`src/design/odct1d_pkg.sv`:
```
`timescale 1ns / 1ps
// odct1d_pkg: shared constants, cosine table generator and scale function
// for the orthonormal dct core; no dependencies

package odct1d_pkg;

    localparam int MAX_LENGTH_DEF = 64;

    localparam int SAMPLE_W = 16;
    localparam int VALUE_W  = 19;
    localparam int POS_W    = 6;
    localparam int CFG_W    = 3;
    localparam int COS_W    = 18;
    localparam int SCALE_W  = 25;

    localparam logic [0:0] CFG_DIRECTION   = 1'd0;
    localparam logic [0:0] CFG_LENGTH_LOG2 = 1'd1;

    localparam logic       DIRECTION_RST   = 1'b0;
    localparam logic [2:0] LENGTH_LOG2_RST = 3'd6;

    localparam logic [63:0] HALF_PI_Q30 = 64'd1686629713;
    localparam logic [24:0] RSQRT2_Q24  = 25'd11863283;
    localparam logic [24:0] ONE_Q24     = 25'h1000000;

    localparam logic [63:0] TAYLOR_DIV [10] = '{
        64'd2, 64'd12, 64'd30, 64'd56, 64'd90,
        64'd132, 64'd182, 64'd240, 64'd306, 64'd380
    };

    // cosine of a q30 angle, 11-term taylor series, rounded to q1.17
    function automatic logic [COS_W-1:0] cos_q17(input logic [63:0] ang);
        logic [63:0] x2;
        logic [63:0] t;
        logic [63:0] usum;
        longint      sum;
        x2  = (ang * ang) >> 30;
        t   = 64'd1 << 30;
        sum = longint'(t);
        for (int i = 0; i < 10; i++) begin
            t = ((t * x2) >> 30) / TAYLOR_DIV[i];
            if (i % 2 == 0) begin
                sum = sum - longint'(t);
            end else begin
                sum = sum + longint'(t);
            end
        end
        if (sum < 0) begin
            sum = 0;
        end
        if (sum > (longint'(1) << 30)) begin
            sum = longint'(1) << 30;
        end
        usum = 64'(sum);
        return COS_W'((usum + 64'd4096) >> 13);
    endfunction

    // sqrt(2^-l) in q24
    function automatic logic [SCALE_W-1:0] scale_q24(input logic [2:0] l);
        logic [1:0]         s;
        logic [SCALE_W:0]   t;
        s = l[2:1];
        t = '0;
        if (!l[0]) begin
            return ONE_Q24 >> s;
        end
        if (s == 2'd0) begin
            return RSQRT2_Q24;
        end
        t = (SCALE_W + 1)'(RSQRT2_Q24) + ((SCALE_W + 1)'(1) << (s - 2'd1));
        return SCALE_W'(t >> s);
    endfunction

endpackage

```
`src/design/odct1d_cos_rom.sv`:
```
`timescale 1ns / 1ps
// odct1d_cos_rom: quarter-wave cosine table in q1.17 with registered read
// depends on odct1d_pkg

module odct1d_cos_rom #(
    parameter int MAX_LENGTH = odct1d_pkg::MAX_LENGTH_DEF
) (
    input  logic                            i_clk,
    input  logic [$clog2(MAX_LENGTH):0]     i_idx,
    output logic [odct1d_pkg::COS_W-1:0]    o_cos
);

    logic [odct1d_pkg::COS_W-1:0] w_rom [0:MAX_LENGTH];

    for (genvar j = 0; j <= MAX_LENGTH; j++) begin : g_rom
        localparam logic [63:0] ANG =
            (64'(j) * odct1d_pkg::HALF_PI_Q30 + 64'(MAX_LENGTH / 2)) / 64'(MAX_LENGTH);
        assign w_rom[j] = odct1d_pkg::cos_q17(ANG);
    end

    always_ff @(posedge i_clk) begin
        o_cos <= w_rom[i_idx];
    end

endmodule

```
`src/design/orthonormal_dct_1d_core.sv`:
```
`timescale 1ns / 1ps
// orthonormal_dct_1d_core: orthonormal dct-ii / dct-iii by direct sums on one
// shared multiplier; depends on odct1d_pkg and odct1d_cos_rom
// loading: one sample per cycle while busy is low, the n-th sample starts the transform
// compute: per result, an init step, n multiply-accumulate terms, a pipeline drain, then
// scale (low, high, element 0, add), absolute value and rounding; receiver cannot stall
// reset: synchronous active low; forward, length 64, count cleared, store not cleared

module orthonormal_dct_1d_core #(
    parameter int MAX_LENGTH = odct1d_pkg::MAX_LENGTH_DEF
) (
    input  logic                                    i_clk,
    input  logic                                    i_rst_n,
    input  logic                                    start,
    output logic                                    busy,
    input  logic signed [odct1d_pkg::SAMPLE_W-1:0]  i_sample,
    input  logic                                    i_cfg_wr_en,
    input  logic [0:0]                              i_cfg_idx,
    input  logic [odct1d_pkg::CFG_W-1:0]            i_cfg_data,
    output logic                                    o_valid,
    output logic signed [odct1d_pkg::VALUE_W-1:0]   o_value,
    output logic [odct1d_pkg::POS_W-1:0]            o_position,
    output logic                                    o_final_res
);

    localparam int MLOG   = $clog2(MAX_LENGTH);
    localparam int CNT_W  = MLOG + 1;
    localparam int IDX_W  = MLOG + 1;
    localparam int PH_W   = MLOG + 2;
    localparam int SH_W   = $clog2(MLOG + 1);
    localparam int ACC_W  = MLOG + 34;
    localparam int LO_W   = 22;
    localparam int FIN_W  = MLOG + 59;
    localparam int RND_W  = FIN_W - 40;
    localparam int MA_W   = 23;
    localparam int MB_W   = 26;
    localparam int MP_W   = MA_W + MB_W;
    localparam int SW     = odct1d_pkg::SAMPLE_W;
    localparam int VW     = odct1d_pkg::VALUE_W;
    localparam int CW     = odct1d_pkg::COS_W;
    localparam int SCW    = odct1d_pkg::SCALE_W;

    typedef enum logic [9:0] {
        S_IDLE   = 10'b00_0000_0001,
        S_INIT   = 10'b00_0000_0010,
        S_MAC    = 10'b00_0000_0100,
        S_DRAIN  = 10'b00_0000_1000,
        S_SC_LO  = 10'b00_0001_0000,
        S_SC_HI  = 10'b00_0010_0000,
        S_SC_E0  = 10'b00_0100_0000,
        S_SC_ADD = 10'b00_1000_0000,
        S_ABS    = 10'b01_0000_0000,
        S_RND    = 10'b10_0000_0000
    } t_state;

    t_state r_state, n_state;

    logic                   r_dir;
    logic [2:0]             r_len;
    logic [CNT_W-1:0]       r_load_cnt;
    logic [SW-1:0]          r_store [0:MAX_LENGTH-1];

    logic [MLOG-1:0]        r_o;
    logic [MLOG-1:0]        r_cnt;
    logic [PH_W-1:0]        r_phase;
    logic [PH_W-1:0]        r_delta;

    logic                   r_v1, r_first1, r_neg;
    logic                   r_v2;
    logic signed [SW-1:0]   r_elem;
    logic signed [SW-1:0]   r_elem0;
    logic signed [MP_W-1:0] r_prod;
    logic signed [ACC_W-1:0] r_acc;
    logic signed [FIN_W-1:0] r_fin;
    logic [FIN_W-1:0]       r_mag;
    logic                   r_sgn;

    logic                   r_valid;
    logic signed [VW-1:0]   r_value;
    logic [odct1d_pkg::POS_W-1:0] r_position;
    logic                   r_final;

    logic [2:0]             w_l;
    logic [CNT_W-1:0]       w_n;
    logic [MLOG-1:0]        w_nm1;
    logic [SH_W-1:0]        w_sh;
    logic [SCW-1:0]         w_a0, w_ak, w_scale;
    logic [CNT_W-1:0]       w_cnt_inc;
    logic                   w_accept, w_done, w_last;
    logic [1:0]             w_q;
    logic [MLOG-1:0]        w_r;
    logic [IDX_W-1:0]       w_idx;
    logic [CW-1:0]          w_cos;
    logic signed [CW:0]     w_cos_s;
    logic signed [MA_W-1:0] w_mul_a;
    logic signed [MB_W-1:0] w_mul_b;
    logic [PH_W-1:0]        w_o_ph;
    logic signed [FIN_W-1:0] w_prod_ext;
    logic [RND_W-1:0]       w_rnd;
    logic signed [VW-1:0]   w_sat;
    logic [MLOG+5:0]        w_o_ext;

    // transform length and scales
    assign w_l       = (32'(r_len) > MLOG) ? 3'(MLOG) : r_len;
    assign w_n       = CNT_W'(1) << w_l;
    assign w_nm1     = MLOG'(w_n - CNT_W'(1));
    assign w_sh      = SH_W'(MLOG) - SH_W'(w_l);
    assign w_a0      = odct1d_pkg::scale_q24(w_l);
    assign w_ak      = (w_l != 3'd0) ? odct1d_pkg::scale_q24(w_l - 3'd1) : w_a0;
    assign w_scale   = (!r_dir && r_o == '0) ? w_a0 : w_ak;

    assign w_accept  = start && (r_state == S_IDLE);
    assign w_cnt_inc = r_load_cnt + CNT_W'(1);
    assign w_done    = (w_cnt_inc >= w_n);
    assign w_last    = (r_o == w_nm1);

    // phase to quarter-wave table index
    assign w_q   = r_phase[PH_W-1 -: 2];
    assign w_r   = r_phase[MLOG-1:0];
    assign w_idx = w_q[0] ? (IDX_W'(MAX_LENGTH) - IDX_W'(w_r)) : IDX_W'(w_r);
    assign w_o_ph = PH_W'(r_o);

    odct1d_cos_rom #(
        .MAX_LENGTH (MAX_LENGTH)
    ) u_cos_rom (
        .i_clk (i_clk),
        .i_idx (w_idx),
        .o_cos (w_cos)
    );

    assign w_cos_s = r_neg ? -$signed({1'b0, w_cos}) : $signed({1'b0, w_cos});

    // shared multiplier operand select
    always_comb begin
        case (r_state)
            S_SC_LO: begin
                w_mul_a = $signed({1'b0, r_acc[LO_W-1:0]});
                w_mul_b = $signed({1'b0, w_scale});
            end
            S_SC_HI: begin
                w_mul_a = MA_W'($signed(r_acc[ACC_W-1:LO_W]));
                w_mul_b = $signed({1'b0, w_scale});
            end
            S_SC_E0: begin
                w_mul_a = r_dir ? MA_W'(r_elem0) : '0;
                w_mul_b = $signed({1'b0, w_a0});
            end
            default: begin
                w_mul_a = MA_W'(r_elem);
                w_mul_b = MB_W'(w_cos_s);
            end
        endcase
    end

    assign w_prod_ext = FIN_W'(r_prod);

    // round half away from zero, saturate
    assign w_rnd = RND_W'(r_mag[FIN_W-1:41]) + RND_W'(r_mag[40]);
    always_comb begin
        if (r_sgn) begin
            w_sat = (w_rnd > RND_W'(262144)) ? VW'(-262144) : -$signed(VW'(w_rnd));
        end else begin
            w_sat = (w_rnd > RND_W'(262143)) ? VW'(262143) : $signed(VW'(w_rnd));
        end
    end

    assign w_o_ext = (MLOG + 6)'(r_o);

    always_comb begin
        n_state = r_state;
        case (r_state)
            S_IDLE:   if (w_accept && w_done) n_state = S_INIT;
            S_INIT:   n_state = S_MAC;
            S_MAC:    if (r_cnt == w_nm1) n_state = S_DRAIN;
            S_DRAIN:  if (!r_v1 && !r_v2) n_state = S_SC_LO;
            S_SC_LO:  n_state = S_SC_HI;
            S_SC_HI:  n_state = S_SC_E0;
            S_SC_E0:  n_state = S_SC_ADD;
            S_SC_ADD: n_state = S_ABS;
            S_ABS:    n_state = S_RND;
            S_RND:    n_state = w_last ? S_IDLE : S_INIT;
            default:  n_state = S_IDLE;
        endcase
    end

    // control
    always_ff @(posedge i_clk) begin
        if (!i_rst_n) begin
            r_state    <= S_IDLE;
            r_dir      <= odct1d_pkg::DIRECTION_RST;
            r_len      <= odct1d_pkg::LENGTH_LOG2_RST;
            r_load_cnt <= '0;
            r_o        <= '0;
            r_v1       <= 1'b0;
            r_v2       <= 1'b0;
            r_valid    <= 1'b0;
        end else begin
            r_state <= n_state;
            if (i_cfg_wr_en) begin
                case (i_cfg_idx)
                    odct1d_pkg::CFG_DIRECTION:   r_dir <= i_cfg_data[0];
                    odct1d_pkg::CFG_LENGTH_LOG2: r_len <= i_cfg_data;
                    default: ;
                endcase
            end
            if (w_accept) begin
                r_load_cnt <= w_done ? '0 : w_cnt_inc;
                r_o        <= '0;
            end
            if (r_state == S_RND && !w_last) begin
                r_o <= r_o + MLOG'(1);
            end
            r_v1    <= (r_state == S_MAC);
            r_v2    <= r_v1 && !(r_dir && r_first1);
            r_valid <= (r_state == S_RND);
        end
    end

    // sample store
    always_ff @(posedge i_clk) begin
        if (w_accept) begin
            r_store[r_load_cnt[MLOG-1:0]] <= i_sample;
        end
        r_elem <= $signed(r_store[r_cnt]);
    end

    // datapath
    always_ff @(posedge i_clk) begin
        r_prod   <= w_mul_a * w_mul_b;
        r_first1 <= (r_cnt == '0);
        r_neg    <= w_q[1] ^ w_q[0];
        if (r_v1 && r_first1) begin
            r_elem0 <= r_elem;
        end
        if (r_v2) begin
            r_acc <= r_acc + r_prod[ACC_W-1:0];
        end
        case (r_state)
            S_INIT: begin
                r_cnt <= '0;
                r_acc <= '0;
                if (r_dir) begin
                    r_phase <= '0;
                    r_delta <= PH_W'({r_o, 1'b1}) << w_sh;
                end else begin
                    r_phase <= w_o_ph << w_sh;
                    r_delta <= w_o_ph << (w_sh + SH_W'(1));
                end
            end
            S_MAC: begin
                r_cnt   <= r_cnt + MLOG'(1);
                r_phase <= r_phase + r_delta;
            end
            S_SC_HI:  r_fin <= w_prod_ext;
            S_SC_E0:  r_fin <= r_fin + (w_prod_ext <<< LO_W);
            S_SC_ADD: r_fin <= r_fin + (w_prod_ext <<< 17);
            S_ABS: begin
                r_sgn <= r_fin[FIN_W-1];
                r_mag <= r_fin[FIN_W-1] ? FIN_W'(-r_fin) : FIN_W'(r_fin);
            end
            S_RND: begin
                r_value    <= w_sat;
                r_position <= w_o_ext[5:0];
                r_final    <= w_last;
            end
            default: ;
        endcase
    end

    assign busy        = (r_state != S_IDLE);
    assign o_valid     = r_valid;
    assign o_value     = r_value;
    assign o_position  = r_position;
    assign o_final_res = r_final;

    // results are spaced by the scale and rounding steps
    a_no_back_to_back: assert property (@(posedge i_clk) disable iff (!i_rst_n)
        o_valid |=> !o_valid)
        else $error("result strobes in consecutive cycles");

    // last element of a vector returns the block to idle
    a_final_idle: assert property (@(posedge i_clk) disable iff (!i_rst_n)
        (o_valid && o_final_res) |-> !busy)
        else $error("busy after final result");

    // a sample that does not complete the vector only advances the count
    a_load_advance: assert property (@(posedge i_clk) disable iff (!i_rst_n)
        (start && !busy && !w_done) |=>
            (!busy && r_load_cnt == $past(w_cnt_inc)))
        else $error("load count did not advance");

endmodule
```
`config.mk`:
```
export PLATFORM = sky130hd
export DESIGN_NAME = orthonormal_dct_1d_core
export DESIGN_NICKNAME = d
export VERILOG_FILES = /design/src/design/odct1d_pkg.sv /design/src/design/odct1d_cos_rom.sv /design/src/design/orthonormal_dct_1d_core.sv
export SDC_FILE = /design/constraint.sdc
export NUM_CORES = 2
export LEC_CHECK = 0
export ABC_CLOCK_PERIOD_IN_PS = 10500
export BUFFER_PORTS_ARGS = -buffer_cell sky130_fd_sc_hd__buf_4
export CAP_MARGIN = 10
export CELL_PAD_IN_SITES_DETAIL_PLACEMENT = 1
export CELL_PAD_IN_SITES_GLOBAL_PLACEMENT = 1
export CORE_UTILIZATION = 49
export CTS_BUF_LIST = sky130_fd_sc_hd__clkbuf_8 sky130_fd_sc_hd__clkbuf_16
export DETAILED_ROUTE_END_ITERATION = 16
export PLACE_DENSITY = 0.74
export SLEW_MARGIN = 20
export SYNTH_ARGS = -nofsm -noshare
export SYNTH_HDL_FRONTEND = slang
export SYNTH_SLANG_ARGS = --single-unit
```
`constraint.sdc`:
```
create_clock -name i_clk -period 10.5 [get_ports i_clk]
set_input_delay 0.525 -clock i_clk [delete_from_list [all_inputs] [get_ports i_clk]]
set_output_delay 0.525 -clock i_clk [all_outputs]
set_load 0.05 [all_outputs]
```
* Yosys cells after proc, flatten, opt, wreduce, memory -nomap -nowiden *
Memories as Yosys holds them, arrays and structs flattened. A register that Yosys moved wholly into a read port is not among the register bits.
Cells that the tools add are included.

storage, ports and cells
  register bits after elaboration = 316
  memory bits (writable) = 1024
  ROM bits = 2304
  bits of input ports = 24
  word-level logic and storage cells = 143
  memories = 2

operators by class
  add/subtract/negate cells = 20
  multiply operators = 1
  magnitude comparators = 4
  equality and inequality tests = 16
  shift operators = 10
  mux-type cells = 39
  bitwise gates (word level) = 3
  reductions and logical operators = 25

memories
  memory            depth  width  read ports  clocked after Yosys merged registers in  write ports  RTL line                       text
  (name not given)  128    18     1           1                                        0            odct1d_cos_rom.sv:22           o_cos <= w_rom[i_idx];
  r_store           64     16     1           1                                        1            orthonormal_dct_1d_core.sv:61  logic [SW-1:0] r_store [0:MAX_LENGTH-1];

operator list
  operator                                                                           count
  25-bit 2-to-1 mux                                                                  10
  65-bit one-hot mux with 3 select lines                                             1
  65-bit adder                                                                       2
  10-bit one-hot mux with 10 select lines                                            1
  19-bit 2-to-1 mux                                                                  4
  23-bit one-hot mux with 3 select lines                                             1
  65-bit negator                                                                     1
  64-bit 2-to-1 mux                                                                  1
  24-bit by 26-bit adder with 26-bit output, first input constant                    2
  26-bit one-hot mux with 2 select lines                                             1
  1-bit by 2-bit left shift with 26-bit output, first input constant                 2
  26-bit by 2-bit >> shifter with 25-bit output                                      2
  25-bit by 2-bit >> shifter with 25-bit output, first input constant                2
  23-bit by 26-bit multiplier with 49-bit output                                     1
  40-bit adder                                                                       1
  10-bit 2-to-1 mux                                                                  3
  24-bit by 1-bit adder with 25-bit output                                           1
  25-bit by 18-bit greater-than comparator with 1-bit output, second input constant  1
  25-bit by 19-bit greater-than comparator with 1-bit output, second input constant  1
  23-bit 2-to-1 mux                                                                  1
  18-bit negator with 19-bit output                                                  1
  19-bit negator                                                                     1
  8-bit 2-to-1 mux                                                                   2
  8-bit one-hot mux with 2 select lines                                              1
  46 further kinds                                                                   74

* Logic depth before layout (Yosys ltp) *
  depth in word-level cells = 13
  mapped depth = 41

* By module *
Synthesis repeated with hierarchy kept, for this count alone.

second synthesis, totals
  cell total of the unflattened synthesis = 6735
  area total of the unflattened synthesis = 83820.4 µm²

modules (own cells, without submodules)
  module                   instances  cells an instance  area an instance (µm²)
  orthonormal_dct_1d_core  1          6438               81615.8
  odct1d_cos_rom           1          297                2204.6

* Worst setup path before layout *
Ideal clock, no wire load.

  path type = register -> register
  start = register r_state[6]
  end = register r_prod[46]
  setup time = 0.072 ns
  arrival time = 9.715 ns
  data required time = 10.428 ns
  slack = 0.713 ns
  stages on the path, launching flop included = 38
  path buffers = 5
  period minus slack after synthesis = 9.787 ns
  cells stage by stage = dfxtp_1 -> clkbuf_1 -> nor4_1 -> nand2_1 -> or3_1 -> clkbuf_1 -> or2_2 -> clkinv_1 -> buf_1 -> a222oi_1 -> a21oi_1 -> buf_2 -> nand2_1 -> fa_1 -> inv_1 -> fa_1 -> fa_1 -> inv_1 -> (+2 left out) -> fa_1 -> fa_1 -> inv_1 -> fa_1 -> inv_1 -> ha_1 -> clkbuf_1 -> a21oi_1 -> o21ai_0 -> or2_2 -> o22a_1 -> o31a_1 -> a211oi_1 -> nor2_1 -> a221o_1 -> a21o_1 -> a221oi_1 -> xnor2_1

between the ends
  word-level cells in the longest chain between the ends = 4
  elaborated cells between the ends (all ways) = 7
  those cells by class = mul (1); eq/ne (3); mux (2); reduce/logical (1)

ends and longest elaborated chain
  element                                                                                                 RTL line                        text
  start: declaration                                                                                      orthonormal_dct_1d_core.sv:56   t_state r_state, n_state;
  start signal: assignment                                                                                orthonormal_dct_1d_core.sv:198  r_state <= n_state;
  10-bit by 6-bit == test with 1-bit output or 10-bit by 5-bit == test with 1-bit output (tied branches)  orthonormal_dct_1d_core.sv:135  case (r_state)
  2-bit OR reduction (no source line)                                                                     -
  26-bit one-hot mux with 2 select lines                                                                  orthonormal_dct_1d_core.sv:135
  23-bit by 26-bit multiplier with 49-bit output *                                                        orthonormal_dct_1d_core.sv:229  r_prod <= w_mul_a * w_mul_b;
  end signal: assignment                                                                                  orthonormal_dct_1d_core.sv:229
  end: declaration                                                                                        orthonormal_dct_1d_core.sv:72   logic signed [MP_W-1:0] r_prod;

Every way passes the cells marked *; elsewhere a longest branch is shown, timed or not.
A chain may end at the register's enable or synchronous reset.

* Worst setup path after layout *
  start = register r_state[6]
  end = register r_prod[41]

The elaborated chain is that of the path after synthesis.

==> results.cfg <==
[outcome]
outcome = completed

[route]
vias_per_cell = 6.11
dr.pass1.iters = 6
num_vias = 55900
drc = 0
ant_nets = 0
routed_wl_um = 263000
drtIter0Drc = 4817
post_drt_wl_per_cell_um = 28.7

[critical_path]
cp-start-kind = flop
critPathMaxFanout = 25
rr_worst_depth = 35
end_kind = flop
arrival_ps = 10680
cp.buffers_inverters = 9
cp_top_family = adder cells
required_ps = 11140
critical_path_depth = 35
regToRegStartpoint = r_state[6]$_SDFFE_PN0P_
r2r_end = r_prod[41]$_DFF_P_
rrSetupSlack_ps = 460
path_common_cell = fa_1
critical_path_class = reg -> reg
cp_slowest_cell = fa_1
slowest_delay_ps = 560

[finish]
synthToLayoutAreaGrowth_pct = 10.5
instances_no_fill = 9145
drive_gt1_frac = 0.129
num-nets-final = 7786

[clocking]
htreeDepth = 4
root_buffer = clkbuf_16
cts_setup_buffers = 0
clk_latency_ps = 820
clkTransAtPathRegs_ps = 60
cts_buffers = 141
cts_tree = yes
clock_sinks = 1334
cts_buffer_depth = 3

[logic_synthesis]
yosysWarnings = 0
syn-num-nets = 7683
ys_types = 79
async_flop_share = 0
synth_top_family_by_area = adder cells
synthMuxAreaShare = 0.0948
synth_area_leaders = edfxtp_1 (42%), fa_1 (15%), mux4_2 (8.9%), ha_1 (4.8%), dfxtp_1 (3.7%)
ys.flop_type = edfxtp_1
yosysTopAreaCell = edfxtp_1
synth-compound-area-share = 0.0776
netlist_instances = 6710
yosys.area_share.simple = 0.0874
synth_fa_ha_area_frac = 0.199
syn_avg_cell_area_um2 = 12.4
synth_edf_count = 1179
synthXorXnorAreaFrac = 0.0283
synth_top_area_frac = 0.424
seq_area_frac_synth = 0.462
ys_seq_elements = 1334
syn_area_mm2 = 0.0834

[floorplanning]
die_h_um = 415
die_x_um = 415
dieArea_mm2 = 0.172
io_pins = 52
coreArea_mm2 = 0.169
placementRows = 151
start_util = 0.493

[grt]
gr-total-overflow = 0
grt_max_degree = 134
grt_pass1_wl_um = 394000
grt_pass1_vias = 60600
antenna_found_initial = 4
grt_use_total = 0.309

[timing]
rsz0062_at_grt = no
clock.fmax_mhz = 99.6
clock_skew_ps = 48.6
period_share = 0.956
finalSetupViolCount = 0
period_minus_slack_ps = 10040
setup_tns_ps = 0
finalHoldViolCount = 0
maxSlewViolCount = 0
worstMarginPinSlew_ps = 1110
relSlewSlack = 0.258

[min_path]
hold_start = i_rst_n
holdPathEnd = r_v2$_SDFF_PN0_
whs_path_depth = 3
hold_class = in -> reg

[place]
io_buffers = 51
globalplace.congestion = 0.945
placedCellCount = 8880
dpl.hpwl_um = 185000

[flow_run]
cap_viol_max_count = 0
==> cell usage in the layout (no fill, tap or decap), types with 37 or more instances in the layout <==
cell type  instances
buf_4            265
nor2_1           454
ha_1             317
nor3_1            56
inv_1            833
fa_1             631
o21ai_0          200
mux2i_1           45
a21oi_1          265
and2_1            55
nand2b_1          48
xnor2_1          167
o21bai_1          42
nor2b_1           37
dfxtp_1          154
a21o_1           113
mux4_2           330
clkbuf_16        145
a211oi_1          44
nand2_1          696
xor2_1            98
nand3_1           99
and3_1            39
edfxtp_1        1179
==> how the worst max path moves through the flow <==
stage	endpoint	start	slack [ps]
after floorplan	r_prod[46]$_DFF_P_	r_state[6]$_SDFFE_PN0P_	710
after global placement	r_prod[48]$_DFF_P_	r_state[0]$_SDFFE_PN1P_	550
after detailed placement	r_prod[48]$_DFF_P_	r_state[0]$_SDFFE_PN1P_	330
after CTS	r_prod[48]$_DFF_P_	r_state[0]$_SDFFE_PN1P_	300
after global routing	r_prod[41]$_DFF_P_	r_state[6]$_SDFFE_PN0P_	2
final	r_prod[41]$_DFF_P_	r_state[6]$_SDFFE_PN0P_	460
==> layout make-up <==
cell class | count | area [um^2]
timing repair buffer | 281 | 2210
clock inverter | 103 | 1020
sequential | 1334 | 38500
multi-input combinational | 4243 | 40900
antenna | 4 | 10.0
inverter | 812 | 3050
fill | 17100 | 77100
clock buffer | 150 | 3700
tap | 2218 | 2780
==> cells in the mapped netlist (9+ instances only) <==
cell type / count
o21ai_1: 11
or3_1: 24
o41ai_1: 9
a22oi_1: 28
a221oi_1: 17
nor2_1: 462
a21o_1: 113
buf_1: 41
xnor2_1: 169
ha_1: 317
nand3b_1: 9
clkbuf_1: 273
nor4_1: 25
fa_1: 632
o21bai_1: 42
nand2_1: 698
inv_1: 807
a21boi_0: 11
o31ai_1: 26
a311oi_1: 14
nand3_1: 99
mux2i_1: 45
nor3_1: 57
o221ai_1: 11
or2_2: 15
o211ai_1: 28
o21a_1: 33
and2_1: 56
o22ai_1: 24
nor2b_1: 37
dfxtp_1: 155
o21ai_0: 202
mux4_2: 330
a211oi_1: 44
nor3b_1: 9
a31oi_1: 28
nand4_1: 31
edfxtp_1: 1179
and3_1: 39
a21oi_1: 279
a222oi_1: 14
xor2_1: 101
nand2b_1: 49
==> metrics by stage <==
stage | util | hold slack [ps] | worst slack, ps | instance area, um^2
after global routing | 0.544 | 45.9 | 1.70 | 92100
after detailed placement | 0.516 | 431 | 325 | 87300
final | 0.544 | 83.5 | 462 | 92100
after floorplan | - | 399 | 713 | 83400
after CTS | 0.544 | 18.0 | 303 | 92100
after global placement | 0.515 | 420 | 554 | 87300
==> worst min-delay path, cell delays in order <==
cell and delay (ps):
buf_4 180, nand2_1 90, a21oi_1 40
==> cell families (layout without fill, tap and decap cells) <==
group                    after synthesis  in the layout
buffers and inverters               1133           1346
adder cells (fa/ha/maj)              949            949
AND/OR/NAND/NOR                     1643           1643
AO/OA/AOI/OAI                       1004           1004
flip-flops                          1334           1334
other                                  0              4
XOR/XNOR                             270            270
multiplexers                         377            377
==> registers in the layout, summed over array words and instances, names as in the netlist, 10 cells and up <==
name and flops:
o_value 19, r_acc 40, r_elem 16, r_elem0 16, r_fin 65, r_mag 25
r_prod 49, r_state 10, r_store 1024, u_cos_rom.o_cos 18
==> repair_timing <==
item	4_1_cts	5_1_grt
resized for setup	0	7
hold buffers	8	0
endpoints found under the hold margin	4	0
endpoints found under the setup margin	0	5
==> metal layers <==
| layer | global-route usage | up-vias | wire length (um) |
|---|---|---|---|
| met5 | 0 | - | 28 |
| met4 | 0.168 | 4 | 16000 |
| met3 | 0.0437 | 641 | 16200 |
| met2 | 0.513 | 2200 | 128000 |
| met1 | 0.394 | 29200 | 102000 |
| li1 | - | 23800 | - |
Power is not shown: default switching activity piles up to over one toggle a cycle in this logic, so the estimate is an artifact.
